$ cat src/yc2bgra_pkg.sv
// shared types, format codes and fixed-point constants for the ycbcr 4:2:2 to bgra converter
// used by yc2bgra_pixel and packed_ycbcr422_to_bgra_top; depends on nothing
package yc2bgra_pkg;

	// source format codes held in the format register
	localparam logic [1:0] FMT_YUY2  = 2'd0;
	localparam logic [1:0] FMT_UYVY  = 2'd1;
	localparam logic [1:0] FMT_RGB24 = 2'd2;
	localparam logic [1:0] FMT_RGB32 = 2'd3;

	// bt.601 coefficients scaled by 1000
	localparam int COEF_CB_B = 1772;
	localparam int COEF_CB_G = 344;
	localparam int COEF_CR_G = 714;
	localparam int COEF_CR_R = 1402;
	localparam int COEF_SCALE = 1000;

	// reciprocal shift for exact truncating division of the products by 1000
	localparam int RECIP_SHIFT = 20;
	localparam int RECIP_W = 21;

	// width of a signed component sum before clamping
	localparam int SUM_W = 11;

	localparam logic [7:0] CHROMA_ZERO = 8'd128;
	localparam logic [7:0] ALPHA_OPAQUE = 8'd255;

	// one input beat: four packed source bytes
	typedef struct packed {
		logic [7:0] byte0;
		logic [7:0] byte1;
		logic [7:0] byte2;
		logic [7:0] byte3;
	} in_beat_t;

	// one output beat: a bgra pixel and the end marker for its input item
	typedef struct packed {
		logic [7:0] blue;
		logic [7:0] green;
		logic [7:0] red;
		logic [7:0] alpha;
		logic       last_of_run;
	} out_beat_t;

	// saturate a signed sum to 0..255
	function automatic logic [7:0] clamp_u8(input logic signed [SUM_W-1:0] v);
		logic [7:0] res;
		if (v < 0) begin
			res = 8'd0;
		end else if (v > $signed(SUM_W'(255))) begin
			res = 8'd255;
		end else begin
			res = v[7:0];
		end
		return res;
	endfunction

endpackage

$ cat src/packed_ycbcr422_to_bgra_top.sv
// input stage: holds an accepted beat until its last pixel is loaded into the output register
// pixels per item: yuy2/uyvy items give two pixels through the one pixel datapath,
// rgb24/rgb32 items give one; the output register reloads in the cycle its pixel is taken
// reset: arst_n clears the format register to yuy2 and empties the input and output stages
// holds the input stage, format register, pixel select and output register
// depends on yc2bgra_pkg and yc2bgra_pixel
module packed_ycbcr422_to_bgra_top (
	input  logic                   clk,
	input  logic                   arst_n,
	input  logic                   cfg_we,
	input  logic [1:0]             cfg_data,
	input  logic                   in_valid,
	output logic                   in_stall,
	input  yc2bgra_pkg::in_beat_t  in_data,
	output logic                   out_valid,
	input  logic                   out_stall,
	output yc2bgra_pkg::out_beat_t out_data
);

	logic [1:0]             fmt_q;
	logic                   v_s1;
	logic [1:0]             fmt_s1;
	yc2bgra_pkg::in_beat_t  beat_s1;
	logic                   phase_q;
	logic                   out_v_q;
	yc2bgra_pkg::out_beat_t out_q;

	logic                   in_take, out_load, last_pix, consume;
	logic [7:0]             y0, y1, cb, cr, y_sel;
	logic [7:0]             pix_b, pix_g, pix_r;
	yc2bgra_pkg::out_beat_t res;

	// format register
	always_ff @(posedge clk or negedge arst_n) begin
		if (!arst_n) begin
			fmt_q <= yc2bgra_pkg::FMT_YUY2;
		end else if (cfg_we) begin
			fmt_q <= cfg_data;
		end
	end

	// handshake control
	assign last_pix = fmt_s1[1] | phase_q;
	assign out_load = v_s1 & (~out_v_q | ~out_stall);
	assign consume  = out_load & last_pix;
	assign in_stall = v_s1 & ~consume;
	assign in_take  = in_valid & ~in_stall;

	// input stage
	always_ff @(posedge clk or negedge arst_n) begin
		if (!arst_n) begin
			v_s1 <= 1'b0;
		end else if (in_take) begin
			v_s1 <= 1'b1;
		end else if (consume) begin
			v_s1 <= 1'b0;
		end
	end

	always_ff @(posedge clk) begin
		if (in_take) begin
			beat_s1 <= in_data;
			fmt_s1  <= fmt_q;
		end
	end

	// pixel select within a 4:2:2 item
	always_ff @(posedge clk or negedge arst_n) begin
		if (!arst_n) begin
			phase_q <= 1'b0;
		end else if (out_load) begin
			phase_q <= ~last_pix;
		end
	end

	// unpack luma and chroma by byte order
	always_comb begin
		case (fmt_s1)
			yc2bgra_pkg::FMT_UYVY: begin
				cb = beat_s1.byte0;
				y0 = beat_s1.byte1;
				cr = beat_s1.byte2;
				y1 = beat_s1.byte3;
			end
			default: begin
				y0 = beat_s1.byte0;
				cb = beat_s1.byte1;
				y1 = beat_s1.byte2;
				cr = beat_s1.byte3;
			end
		endcase
	end

	assign y_sel = phase_q ? y1 : y0;

	yc2bgra_pixel u_pixel (
		.y     (y_sel),
		.cb    (cb),
		.cr    (cr),
		.blue  (pix_b),
		.green (pix_g),
		.red   (pix_r)
	);

	// result beat by format
	always_comb begin
		res.last_of_run = last_pix;
		case (fmt_s1)
			yc2bgra_pkg::FMT_RGB24: begin
				res.blue  = beat_s1.byte2;
				res.green = beat_s1.byte1;
				res.red   = beat_s1.byte0;
				res.alpha = yc2bgra_pkg::ALPHA_OPAQUE;
			end
			yc2bgra_pkg::FMT_RGB32: begin
				res.blue  = beat_s1.byte0;
				res.green = beat_s1.byte1;
				res.red   = beat_s1.byte2;
				res.alpha = beat_s1.byte3;
			end
			default: begin
				res.blue  = pix_b;
				res.green = pix_g;
				res.red   = pix_r;
				res.alpha = yc2bgra_pkg::ALPHA_OPAQUE;
			end
		endcase
	end

	// output register
	always_ff @(posedge clk or negedge arst_n) begin
		if (!arst_n) begin
			out_v_q <= 1'b0;
		end else if (out_load) begin
			out_v_q <= 1'b1;
		end else if (~out_stall) begin
			out_v_q <= 1'b0;
		end
	end

	always_ff @(posedge clk) begin
		if (out_load) begin
			out_q <= res;
		end
	end

	assign out_valid = out_v_q;
	assign out_data  = out_q;

endmodule

$ cat src/yc2bgra_pixel.sv
// ycbcr to rgb arithmetic for one pixel: chroma terms by constant reciprocal multiply
// depends on yc2bgra_pkg
module yc2bgra_pixel (
	input  logic [7:0] y,
	input  logic [7:0] cb,
	input  logic [7:0] cr,
	output logic [7:0] blue,
	output logic [7:0] green,
	output logic [7:0] red
);

	localparam int SH = yc2bgra_pkg::RECIP_SHIFT;
	localparam int RW = yc2bgra_pkg::RECIP_W;
	localparam int SW = yc2bgra_pkg::SUM_W;
	localparam int PW = 8 + RW;
	localparam int QW = PW - SH;

	// ceil(coef * 2^SH / 1000): exact floor division for magnitudes up to 128
	localparam logic [RW-1:0] K_CB_B = RW'((yc2bgra_pkg::COEF_CB_B * (2 ** SH)
		+ yc2bgra_pkg::COEF_SCALE - 1) / yc2bgra_pkg::COEF_SCALE);
	localparam logic [RW-1:0] K_CB_G = RW'((yc2bgra_pkg::COEF_CB_G * (2 ** SH)
		+ yc2bgra_pkg::COEF_SCALE - 1) / yc2bgra_pkg::COEF_SCALE);
	localparam logic [RW-1:0] K_CR_G = RW'((yc2bgra_pkg::COEF_CR_G * (2 ** SH)
		+ yc2bgra_pkg::COEF_SCALE - 1) / yc2bgra_pkg::COEF_SCALE);
	localparam logic [RW-1:0] K_CR_R = RW'((yc2bgra_pkg::COEF_CR_R * (2 ** SH)
		+ yc2bgra_pkg::COEF_SCALE - 1) / yc2bgra_pkg::COEF_SCALE);

	logic          cb_neg, cr_neg;
	logic [7:0]    cb_mag, cr_mag;
	logic [PW-1:0] p_cb_b, p_cb_g, p_cr_g, p_cr_r;
	logic [QW-1:0] q_cb_b, q_cb_g, q_cr_g, q_cr_r;
	logic signed [SW-1:0] t_cb_b, t_cb_g, t_cr_g, t_cr_r;
	logic signed [SW-1:0] y_s, sum_b, sum_g, sum_r;

	// sign and magnitude of the offset chroma values
	assign cb_neg = ~cb[7];
	assign cr_neg = ~cr[7];
	assign cb_mag = cb[7] ? {1'b0, cb[6:0]} : (yc2bgra_pkg::CHROMA_ZERO - cb);
	assign cr_mag = cr[7] ? {1'b0, cr[6:0]} : (yc2bgra_pkg::CHROMA_ZERO - cr);

	// magnitude times scaled reciprocal, top bits give the truncated quotient
	assign p_cb_b = PW'(cb_mag) * PW'(K_CB_B);
	assign p_cb_g = PW'(cb_mag) * PW'(K_CB_G);
	assign p_cr_g = PW'(cr_mag) * PW'(K_CR_G);
	assign p_cr_r = PW'(cr_mag) * PW'(K_CR_R);
	assign q_cb_b = p_cb_b[PW-1:SH];
	assign q_cb_g = p_cb_g[PW-1:SH];
	assign q_cr_g = p_cr_g[PW-1:SH];
	assign q_cr_r = p_cr_r[PW-1:SH];

	// restore sign, truncation toward zero
	assign t_cb_b = cb_neg ? -$signed(SW'(q_cb_b)) : $signed(SW'(q_cb_b));
	assign t_cb_g = cb_neg ? -$signed(SW'(q_cb_g)) : $signed(SW'(q_cb_g));
	assign t_cr_g = cr_neg ? -$signed(SW'(q_cr_g)) : $signed(SW'(q_cr_g));
	assign t_cr_r = cr_neg ? -$signed(SW'(q_cr_r)) : $signed(SW'(q_cr_r));

	// component sums and saturation
	assign y_s   = $signed(SW'(y));
	assign sum_b = y_s + t_cb_b;
	assign sum_g = y_s - t_cb_g - t_cr_g;
	assign sum_r = y_s + t_cr_r;

	assign blue  = yc2bgra_pkg::clamp_u8(sum_b);
	assign green = yc2bgra_pkg::clamp_u8(sum_g);
	assign red   = yc2bgra_pkg::clamp_u8(sum_r);

endmodule
$ cat config.mk
export PLATFORM = sky130hd
export DESIGN_NAME = packed_ycbcr422_to_bgra_top
export DESIGN_NICKNAME = d
export VERILOG_FILES = /design/src/yc2bgra_pkg.sv /design/src/packed_ycbcr422_to_bgra_top.sv /design/src/yc2bgra_pixel.sv
export SDC_FILE = /design/constraint.sdc
export NUM_CORES = 1
export LEC_CHECK = 0
export BUFFER_PORTS_ARGS = -buffer_cell sky130_fd_sc_hd__buf_2
export CORE_MARGIN = 10
export CORE_UTILIZATION = 45
export DETAILED_ROUTE_END_ITERATION = 16
export PLACE_DENSITY = 0.64
export SYNTH_ARGS = -nofsm -noshare
export SYNTH_HDL_FRONTEND = slang
export SYNTH_SLANG_ARGS = --single-unit
$ cat constraint.sdc
create_clock -name clk -period 16 [get_ports clk]
set_input_delay 0 -clock clk [delete_from_list [all_inputs] [get_ports clk]]
set_output_delay 0 -clock clk [all_outputs]
set_load 0.1 [all_outputs]
==> impl_metrics.csv, run 1 <==
group,metric,value,unit
clock_tree,cts_setup_buffers,0,
clock_tree,clkSinkCount,72,
sta,rsz0062_at_grt,"no",
setup_path,endpoint_kind,"flop",
detailed_routing,avgRoutedWirePerCell,18.0,um
layout,regArea,2140,um2
clock_tree,clk_latency,340,ps
floorplanning,die_area,36300,um2
layout,nets,1872,
synthesis,synth_cell_type_count,85,
place,dpl.hpwl,27600,um
sta,fin_worst_skew,8.80,ps
sta,tns,0,ps
layout,n_fill_cell,2624,
floorplanning,floorplan.initialDensity,45.5,%
setup_path,worstPathArrival,12090,ps
synthesis,postSynth.asyncResetShare,6.94,%
synthesis,synth.cell_area,13100,um2
place,place_congestion,0.911,
floorplanning,die_w,190,um
sta,finalSetupViolCount,0,
grt,grt_pass1_wl,55200,um
synthesis,synth_edf_count,67,
detailed_routing,drtIter0Drc,567,
sta,hold_viol,0,
synthesis,syn_area_per_cell,9.52,um2
floorplanning,core-area,28700,um2
clock_tree,htree_levels,3,
sta,drv_slew,0,
layout,multi_input_area,9860,um2
synthesis,yosysSeqAreaShare,16.4,%
sta,max_freq,0.0842,GHz
clock_tree,numCtsBuffers,9,
setup_path,critPathMaxStageDelay,950,ps
detailed_routing,via_per_inst,5.49,
setup_path,critPathKind,"flop to flop",
clock_tree,clk_pin_slew,60,ps
place,port_buffers,73,
min_path,hp-class,"input port to asynchronous set/reset pin",
sta,timing.slew.headroom,19.9,%
grt,antenna_found_initial,0,
setup_path,slowest_stage,"edfxtp_1",
detailed_routing,vias,10200,
run_status,outcome,"complete, no violations",
grt,grt_max_degree,36,
clock_tree,clockBufferDepth,2,
setup_path,path_max_fanout,22,
detailed_routing,drtPass1Iterations,5,
clock_tree,post_cts_resized,0,
clock_tree,cts-root-buf,"clkbuf_16",
job,drv_cap,0,
floorplanning,die_h,190,um
grt,grt_pass1_vias,10500,
synthesis,yosysWarnings,0,
synthesis,synth.net_count,1768,
floorplanning,row_count,62,
setup_path,start_kind,"flop",
synthesis,ys_seq_elements,72,
floorplanning,io_pins,74,
sta,post-route-period-util,74.3,%
synthesis,syn-instance-count,1372,
detailed_routing,drcViolationCount,0,
setup_path,crit_family,"compound AO/OA/AOI/OAI gates",
clock_tree,cts_hold_buf,39,
grt,overflow,0,
grt,grt_use_total,18.6,%
clock_tree,cts_tree,"done",
layout,area_growth,11.5,%
layout,antenna_cells,0,
sta,min_period,11880,ps
setup_path,required,16200,ps
layout,drive_gt1_share,10.5,%
synthesis,synth_ff_type,"edfxtp_1",
sta,tightest_slew,1200,ps
detailed_routing,antenna_left,0,
detailed_routing,routed_wl,33500,um
setup_path,path_buf_inv,3,
## cell type report
cell class	instances	share of cell area [%]
Clock buffer	10	1.57
Clock inverter	6	0.627
Inverter	259	6.68
Multi-Input combinational cell	1017	67.7
Sequential cell	72	14.7
Tap cell	384	3.30
Timing Repair Buffer	117	5.45
## cell families (layout without fill, tap and decap cells)
| family | count (synthesis) | count (layout) | share of synthesized area (%) |
|---|---|---|---|
| mux | 47 | 47 | 4.59 |
| xor+xnor | 89 | 89 | 6.02 |
| compound gates | 253 | 253 | 13.6 |
| fa+ha+maj | 358 | 358 | 40.1 |
| buf+inv | 283 | 392 | 8.26 |
| flops | 72 | 72 | 16.4 |
| simple gates | 270 | 270 | 11.1 |
## worst reg2reg max path: cells and delay by family (launching register included)
family | cells | cell delay (ps)
simple gates | 10 | 2220
mux | 1 | 830
buf+inv | 3 | 320
compound gates | 10 | 3090
xor+xnor | 5 | 1430
flops | 1 | 950
fa+ha+maj | 8 | 2890
## state kept, by name, indices dropped and copies added (netlist names)
signal	flops
fmt_q	2
fmt_s1	2
out_data	33
out_valid	1
beat_s1	32
v_s1	1
phase_q	1
## path summary, 6_finish.rpt
| kind | from | endpoint | slack (ps) | depth (start not counted) |
|---|---|---|---|---|
| hold / removal | arst_n | phase_q | 30 | 2 |
| min in group clk | in_data[7] | beat_s1[7] | 370 | 2 |
| setup / recovery | fmt_s1[0] | out_data[23] | 4120 | 37 |
| setup reg to reg | fmt_s1[0] | out_data[23] | 4120 | 37 |
| hold reg to reg | fmt_q[1] | fmt_s1[1] | 470 | 0 |
| max in group asynchronous | arst_n | v_s1 | 15840 | 2 |
## synth_stat cells (all sizes together), types with 5 or more instances
library cell / instances / share of area, %
and3: 6 / 0.29
a21oi: 68 / 2.6
nand2b: 14 / 0.67
nor4: 9 / 0.55
xnor2: 54 / 3.7
a21boi: 8 / 0.46
o21bai: 11 / 0.63
or3: 5 / 0.24
dfrtp: 5 / 0.96
nand2: 69 / 2.0
xor2: 35 / 2.3
a221o: 11 / 0.84
edfxtp: 67 / 15
nand3: 25 / 0.96
a21o: 31 / 1.8
fa: 102 / 16
nor2b: 7 / 0.34
ha: 255 / 24
buf: 5 / 0.28
a211oi: 10 / 0.57
o21a: 6 / 0.34
nor2: 57 / 1.6
o2111ai: 7 / 0.52
and2: 8 / 0.38
or2: 14 / 0.67
o21ai: 33 / 1.3
mux4: 9 / 1.6
nand4: 10 / 0.48
clkbuf: 19 / 0.55
mux2i: 25 / 1.9
inv: 259 / 7.4
o221a: 7 / 0.60
mux2: 13 / 1.1
nor3: 19 / 0.81
a221oi: 9 / 0.60
a31oi: 18 / 0.98
## layout by cell type (no fill, tap or decap), types with 8 or more instances in the layout
cell           netlist  final
xnor2_1             53     53
o21bai_1            11     11
a221o_1             11     11
or2_2               14     14
nand2_1             69     69
dlygate4sd3_1        0     39
fa_1               102    102
mux2_2              13     13
a211oi_1            10     10
a21o_1              31     31
clkbuf_16            0      9
nand4_1             10     10
o21ai_0             33     33
a31oi_1             17     17
mux4_2               9      9
xor2_1              35     35
inv_1              258    258
buf_2                2     73
nor4_1               8      8
nand3_1             25     25
a21oi_1             68     68
nor2_1              57     57
and2_1               8      8
nor3_1              18     18
nand2b_1            14     14
edfxtp_1            67     67
a221oi_1             9      9
ha_1               255    255
mux2i_1             25     25
## layer usage
layer / global-route usage, % / wire, um / up-vias
met5: 0 / 0 / -
met4: 4.42 / 671 / 0
met3: 1.65 / 1470 / 48
met2: 31.2 / 15900 / 270
met1: 25.4 / 15500 / 4914
li1: - / - / 5002
## through the flow
stage | hold slack, ps | cell area [um2] | utilization, % | setup slack (ps) | cells
4_1_cts | 2.40 | 14600 | 50.7 | 4320 | 1865
6_report | 25.2 | 14600 | 50.7 | 4120 | 1865
2_1_floorplan | -296 | 13100 | - | 6510 | 1372
5_1_grt | 48.1 | 14600 | 50.7 | 3260 | 1865
3_3_place_gp | -173 | 13900 | 48.3 | 4870 | 1810
3_5_place_dp | -172 | 13900 | 48.3 | 4390 | 1810
Power of run 1 is left out: the tool's default activity adds up to more than one toggle a clock period on the data nets, which glitch-free logic cannot reach.
==> inputs of run 2 (changes only) <==
--- a/config.mk
+++ b/config.mk
@@ -5,6 +5,7 @@
 export SDC_FILE = /design/constraint.sdc
 export NUM_CORES = 1
 export LEC_CHECK = 0
+export ABC_AREA = 1
 export BUFFER_PORTS_ARGS = -buffer_cell sky130_fd_sc_hd__buf_2
 export CORE_MARGIN = 10
 export CORE_UTILIZATION = 45
==> constraint.sdc (replaced) <==
create_clock -name clk -period 11.7 [get_ports clk]
set_input_delay 0 -clock clk [delete_from_list [all_inputs] [get_ports clk]]
set_output_delay 0 -clock clk [all_outputs]
set_load 0.1 [all_outputs]
==> impl_metrics.csv, run 2 <==
group,metric,value,unit
run_status,outcome,"complete, no violations",
setup_path,endpoint_kind,"flop",
min_path,min_from,"in_data[13]",
floorplanning,row_count,64,
sta,hold_viol,0,
floorplanning,die_h,197,um
clock_tree,clk_pin_slew,60,ps
grt,antenna_found_initial,0,
layout,antenna_cells,0,
synthesis,yosysTopAreaCellShare,22.6,%
detailed_routing,drtPass1Iterations,6,
detailed_routing,drcViolationCount,0,
synthesis,synth_area_leader_cell,"ha_1",
grt,met1_usage,28.3,%
place,port_buffers,73,
setup_path,worstPathArrival,10860,ps
sta,tightest_slew,1330,ps
floorplanning,core-area,30700,um2
synthesis,yosysSeqAreaShare,15.1,%
synthesis,ys_seq_elements,72,
job,drv_cap,0,
grt,grt_max_degree,54,
detailed_routing,via_per_inst,5.19,
setup_path,critPathKind,"flop to flop",
setup_path,required,11780,ps
layout,final_common_cell,"inv_1",
sta,timing.slew.headroom,10.2,%
sta,hold_ws,368,ps
layout,largest_reg_flops,33,
floorplanning,floorplan.initialDensity,45.9,%
synthesis,yosysWarnings,0,
clock_tree,cts_hold_buf,40,
sta,rsz0062_at_grt,"no",
clock_tree,clkSinkCount,72,
clock_tree,cts-root-buf,"clkbuf_16",
synthesis,synth.cell_area,14100,um2
sta,finalSetupViolCount,0,
setup_path,rrSetupSlack,920,ps
sta,fin_worst_skew,8.38,ps
setup_path,slowest_stage,"o21ai_0",
sta,drv_slew,0,
setup_path,crit_path_start,"fmt_s1[1]",
detailed_routing,drtIter0Drc,902,
detailed_routing,routed_wl,39000,um
synthesis,syn-instance-count,1876,
place,post_dp_cell_area,14900,um2
clock_tree,clockBufferDepth,2,
grt,grt_use_total,20.3,%
sta,min_period,10780,ps
setup_path,reg2reg_from,"fmt_s1[1]",
detailed_routing,avgRoutedWirePerCell,16.3,um
min_path,hp-class,"input port to flop",
sta,tns,0,ps
synthesis,synthTopCellsByArea,"ha_1, fa_1, edfxtp_1",
grt,grt_busiest_layer,"met2",
layout,area_growth,10.6,%
synthesis,ys_top_cells_by_count,"inv_1, nand2_1, ha_1, nor2_1",
grt,grt_pass1_wl,64100,um
setup_path,critPathMaxStageDelay,1140,ps
detailed_routing,vias,12400,
place,dpl.hpwl,33600,um
layout,finalInstanceArea,15600,um2
grt,use_met3,1.81,%
synthesis,yosysMostFrequentCell,"inv_1",
place,place_congestion,0.945,
grt,grt_pass1_vias,12400,
synthesis,postSynth.asyncResetShare,6.94,%
synthesis,synth_edf_count,67,
clock_tree,cts_setup_buffers,0,
layout,nets,2384,
clock_tree,clk_latency,340,ps
layout,drive_gt1_share,7.12,%
layout,mostFrequentLayoutCells,"inv_1, nand2_1, ha_1",
synthesis,synth.net_count,2272,
setup_path,start_kind,"flop",
setup_path,path_max_fanout,53,
setup_path,path_common_cell,"inv_1",
floorplanning,die_w,197,um
sta,post-route-period-util,92.1,%
clock_tree,htree_levels,3,
synthesis,synth_cell_type_count,51,
floorplanning,die_area,38900,um2
clock_tree,post_cts_resized,0,
clock_tree,cts_tree,"done",
grt,use_met2,33.9,%
synthesis,syn_area_per_cell,7.53,um2
clock_tree,numCtsBuffers,9,
synthesis,synth_ff_type,"edfxtp_1",
detailed_routing,antenna_left,0,
grt,overflow,0,
sta,max_freq,0.0928,GHz
floorplanning,io_pins,74,
run 2: cell count changes in the layout (fill, tap and decap cells not counted), sizes merged, moves of 25 or more:
| cell | before | now |
|---|---|---|
| nand3 | 25 | 84 |
| o21ai | 33 | 86 |
| inv | 260 | 426 |
| nand2 | 69 | 383 |
| a21oi | 68 | 103 |
| nor2 | 57 | 124 |
| mux2i | 25 | 0 |
| xnor2 | 54 | 20 |
run 2: metal layers:
layer / part of all wire (%) / up-vias
met5: 0 / -
met4: 1.3 / 0
met3: 5.2 / 36
met2: 46 / 334
met1: 48 / 5760
li1: - / 6258
run 2: metrics by stage:
step / setup WS, ps / instances / utilization (%)
floorplan: 2870 / 1876 / -
global placement: 1430 / 2333 / 48.6
detailed placement: 1120 / 2333 / 48.6
CTS: 1090 / 2389 / 50.8
global route: 167 / 2389 / 50.8
finish: 919 / 2389 / 50.8
run 2: logic make-up (layout without fill, tap and decap cells):
family | after synthesis | after routing | synth area share (%)
DFF | 72 | 72 | 15.1
AOI/OAI and AO/OA | 264 | 264 | 10.9
muxes | 2 | 2 | 0.160
buffers and inverters | 441 | 558 | 12.0
xor gates and xnor gates | 78 | 78 | 5.00
adders and majority gates | 357 | 357 | 37.1
and+or+nand+nor | 662 | 662 | 19.8
run 2: path summary, 6_finish.rpt:
kind / to / cells after the start
min: beat_s1[13] / 2
max reg2reg: out_data[21] / 48
max in group asynchronous: fmt_q[1] / 3
min in group asynchronous: v_s1 / 3
min reg2reg: fmt_s1[0] / 0
max: out_data[21] / 48
run 2: layout make-up:
class	instances	area, um2
Timing Repair Buffer	120	818
Fill cell	3051	15100
Tap cell	396	495
Inverter	422	1580
Multi-Input combinational cell	1363	10300
Clock buffer	9	225
Clock inverter	7	60.1
Sequential cell	72	2140
run 2: worst max-delay path: cells and delay by family, from the launching register on:
family | cells | cell delay, ps
flip-flops | 1 | 640
adder cells (fa/ha/maj) | 8 | 3220
AO/OA/AOI/OAI | 6 | 1880
XOR/XNOR | 4 | 1390
AND/OR/NAND/NOR | 21 | 2650
buffers and inverters | 9 | 730
Power of run 2 is left out for the same reason.
==> inputs of run 3 (changes only) <==
--- a/config.mk
+++ b/config.mk
@@ -6,11 +6,12 @@
 export NUM_CORES = 1
 export LEC_CHECK = 0
 export ABC_AREA = 1
-export BUFFER_PORTS_ARGS = -buffer_cell sky130_fd_sc_hd__buf_2
+export BUFFER_PORTS_ARGS = -buffer_cell sky130_fd_sc_hd__buf_4
 export CORE_MARGIN = 10
 export CORE_UTILIZATION = 45
 export DETAILED_ROUTE_END_ITERATION = 16
 export PLACE_DENSITY = 0.64
+export RECOVER_POWER = 25
 export SYNTH_ARGS = -nofsm -noshare
 export SYNTH_HDL_FRONTEND = slang
 export SYNTH_SLANG_ARGS = --single-unit
==> impl_metrics.csv, run 3 (synthesis gave the netlist of run 2 again) <==
group,metric,value,unit
setup_path,critPathKind,"flop to flop",
clock_tree,cts_setup_buffers,0,
clock_tree,cts_tree,"done",
floorplanning,floorplan.initialDensity,45.9,%
layout,layout.cells.non_filler,2389,
detailed_routing,drtPass1Iterations,5,
clock_tree,post_cts_resized,0,
run_status,outcome,"complete, no violations",
sta,fin_worst_skew,9.08,ps
floorplanning,io_pins,74,
place,place_inst,2333,
clock_tree,clkSinkCount,72,
place,dpl.hpwl,33700,um
setup_path,start_kind,"flop",
detailed_routing,wl_met2,18300,um
place,post_dp_cell_area,15100,um2
clock_tree,clockBufferDepth,2,
min_path,hp-class,"input port to flop",
setup_path,required,11780,ps
grt,grt_max_degree,54,
layout,antenna_cells,0,
grt,grt_pass1_wl,63600,um
detailed_routing,antenna_left,0,
place,port_buffers,73,
sta,tns,0,ps
detailed_routing,drtIter0Drc,875,
layout,mostFrequentLayoutCells,"inv_1, nand2_1, ha_1",
layout,finalInstanceArea,15800,um2
detailed_routing,dr_wl_met3,1920,um
layout,drive_gt1_share,6.82,%
setup_path,endpoint_kind,"flop",
place,place_congestion,0.931,
floorplanning,core-area,30700,um2
detailed_routing,via_per_inst,5.22,
detailed_routing,routed_wl,39600,um
floorplanning,die_area,38900,um2
setup_path,path_common_cell,"inv_1",
layout,largest_reg_flops,33,
sta,post-route-period-util,91.3,%
sta,timing.slew.headroom,13.9,%
layout,n_fill_cell,3007,
sta,min_period,10680,ps
sta,rsz0062_at_grt,"no",
detailed_routing,m1WireLength,18700,um
clock_tree,cts-root-buf,"clkbuf_16",
floorplanning,row_count,64,
layout,nets,2384,
job,drv_cap,0,
setup_path,slowest_stage,"o21ai_0",
clock_tree,clk_latency,340,ps
grt,overflow,0,
sta,hold_viol,0,
sta,finalSetupViolCount,0,
layout,final_common_cell,"inv_1",
sta,drv_slew,0,
detailed_routing,avgRoutedWirePerCell,16.6,um
floorplanning,die_w,197,um
detailed_routing,top_layer,"met4",
clock_tree,numCtsBuffers,9,
floorplanning,die_h,197,um
grt,grt_pass1_vias,12200,
clock_tree,clk_pin_slew,60,ps
layout,area_growth,12.0,%
detailed_routing,vias,12500,
setup_path,path_max_fanout,53,
sta,max_freq,0.0937,GHz
setup_path,worstPathArrival,10760,ps
grt,grt_use_total,20.4,%
sta,tightest_slew,1280,ps
clock_tree,cts_hold_buf,40,
grt,antenna_found_initial,0,
detailed_routing,drcViolationCount,0,
setup_path,critPathMaxStageDelay,1100,ps
clock_tree,htree_levels,3,
==> run 3: cell types whose count changed in the layout (fill, tap and decap cells not counted) <==
cell and delta:
buf_2 -73, buf_4 +36, clkbuf_4 +32, clkbuf_1 +6, clkinvlp_4 -3, bufinv_16 +2
clkinv_4 +2, inv_6 -2, clkinv_2 +1, inv_8 -1
==> run 3: critical path, delay by kind of cell, from the launching register on <==
family	cells	cell delay, ps
XOR/XNOR	4	1400
AND/OR/NAND/NOR	21	2580
buffers and inverters	9	730
flip-flops	1	630
adder cells (fa/ha/maj)	8	3200
AO/OA/AOI/OAI	6	1850
==> run 3: layer usage <==
layer,track usage (%),up-vias
li1,-,6257
met1,28.3,5883
met2,33.8,295
met3,1.94,45
met4,3.73,0
met5,0,-
==> run 3: path summary, 6_finish.rpt <==
path | slack (ps) | startpoint | endpoint | depth (start not counted)
min in group asynchronous | 630 | arst_n | phase_q | 3
worst max register to register | 1020 | fmt_s1[1] | out_data[22] | 48
worst min register to register | 450 | fmt_q[0] | fmt_s1[0] | 0
worst min-delay path | 400 | in_data[5] | beat_s1[5] | 2
worst max-delay path | 1020 | fmt_s1[1] | out_data[22] | 48
max in group asynchronous | 10870 | arst_n | fmt_q[0] | 3
==> run 3: layout make-up <==
class | count | area, um2 | area share, %
multi-input cells | 1363 | 10300 | 65.1
clock buffers | 10 | 229 | 1.45
well taps | 396 | 495 | 3.13
repair buffers | 120 | 982 | 6.21
flip-flops and latches | 72 | 2140 | 13.5
inverters | 422 | 1580 | 10.0
clock inverters | 6 | 91.3 | 0.577
==> run 3: per-stage QoR <==
| stage | hold WS (ps) | setup WS (ps) | util, % |
|---|---|---|---|
| detailed placement | -191 | 1210 | 49.2 |
| CTS | 376 | 1160 | 51.5 |
| global placement | -194 | 1510 | 49.2 |
| finish | 402 | 1020 | 51.4 |
| global route | 402 | 159 | 51.4 |
| floorplan | -296 | 2870 | - |
Power of run 3 is left out for the same reason.
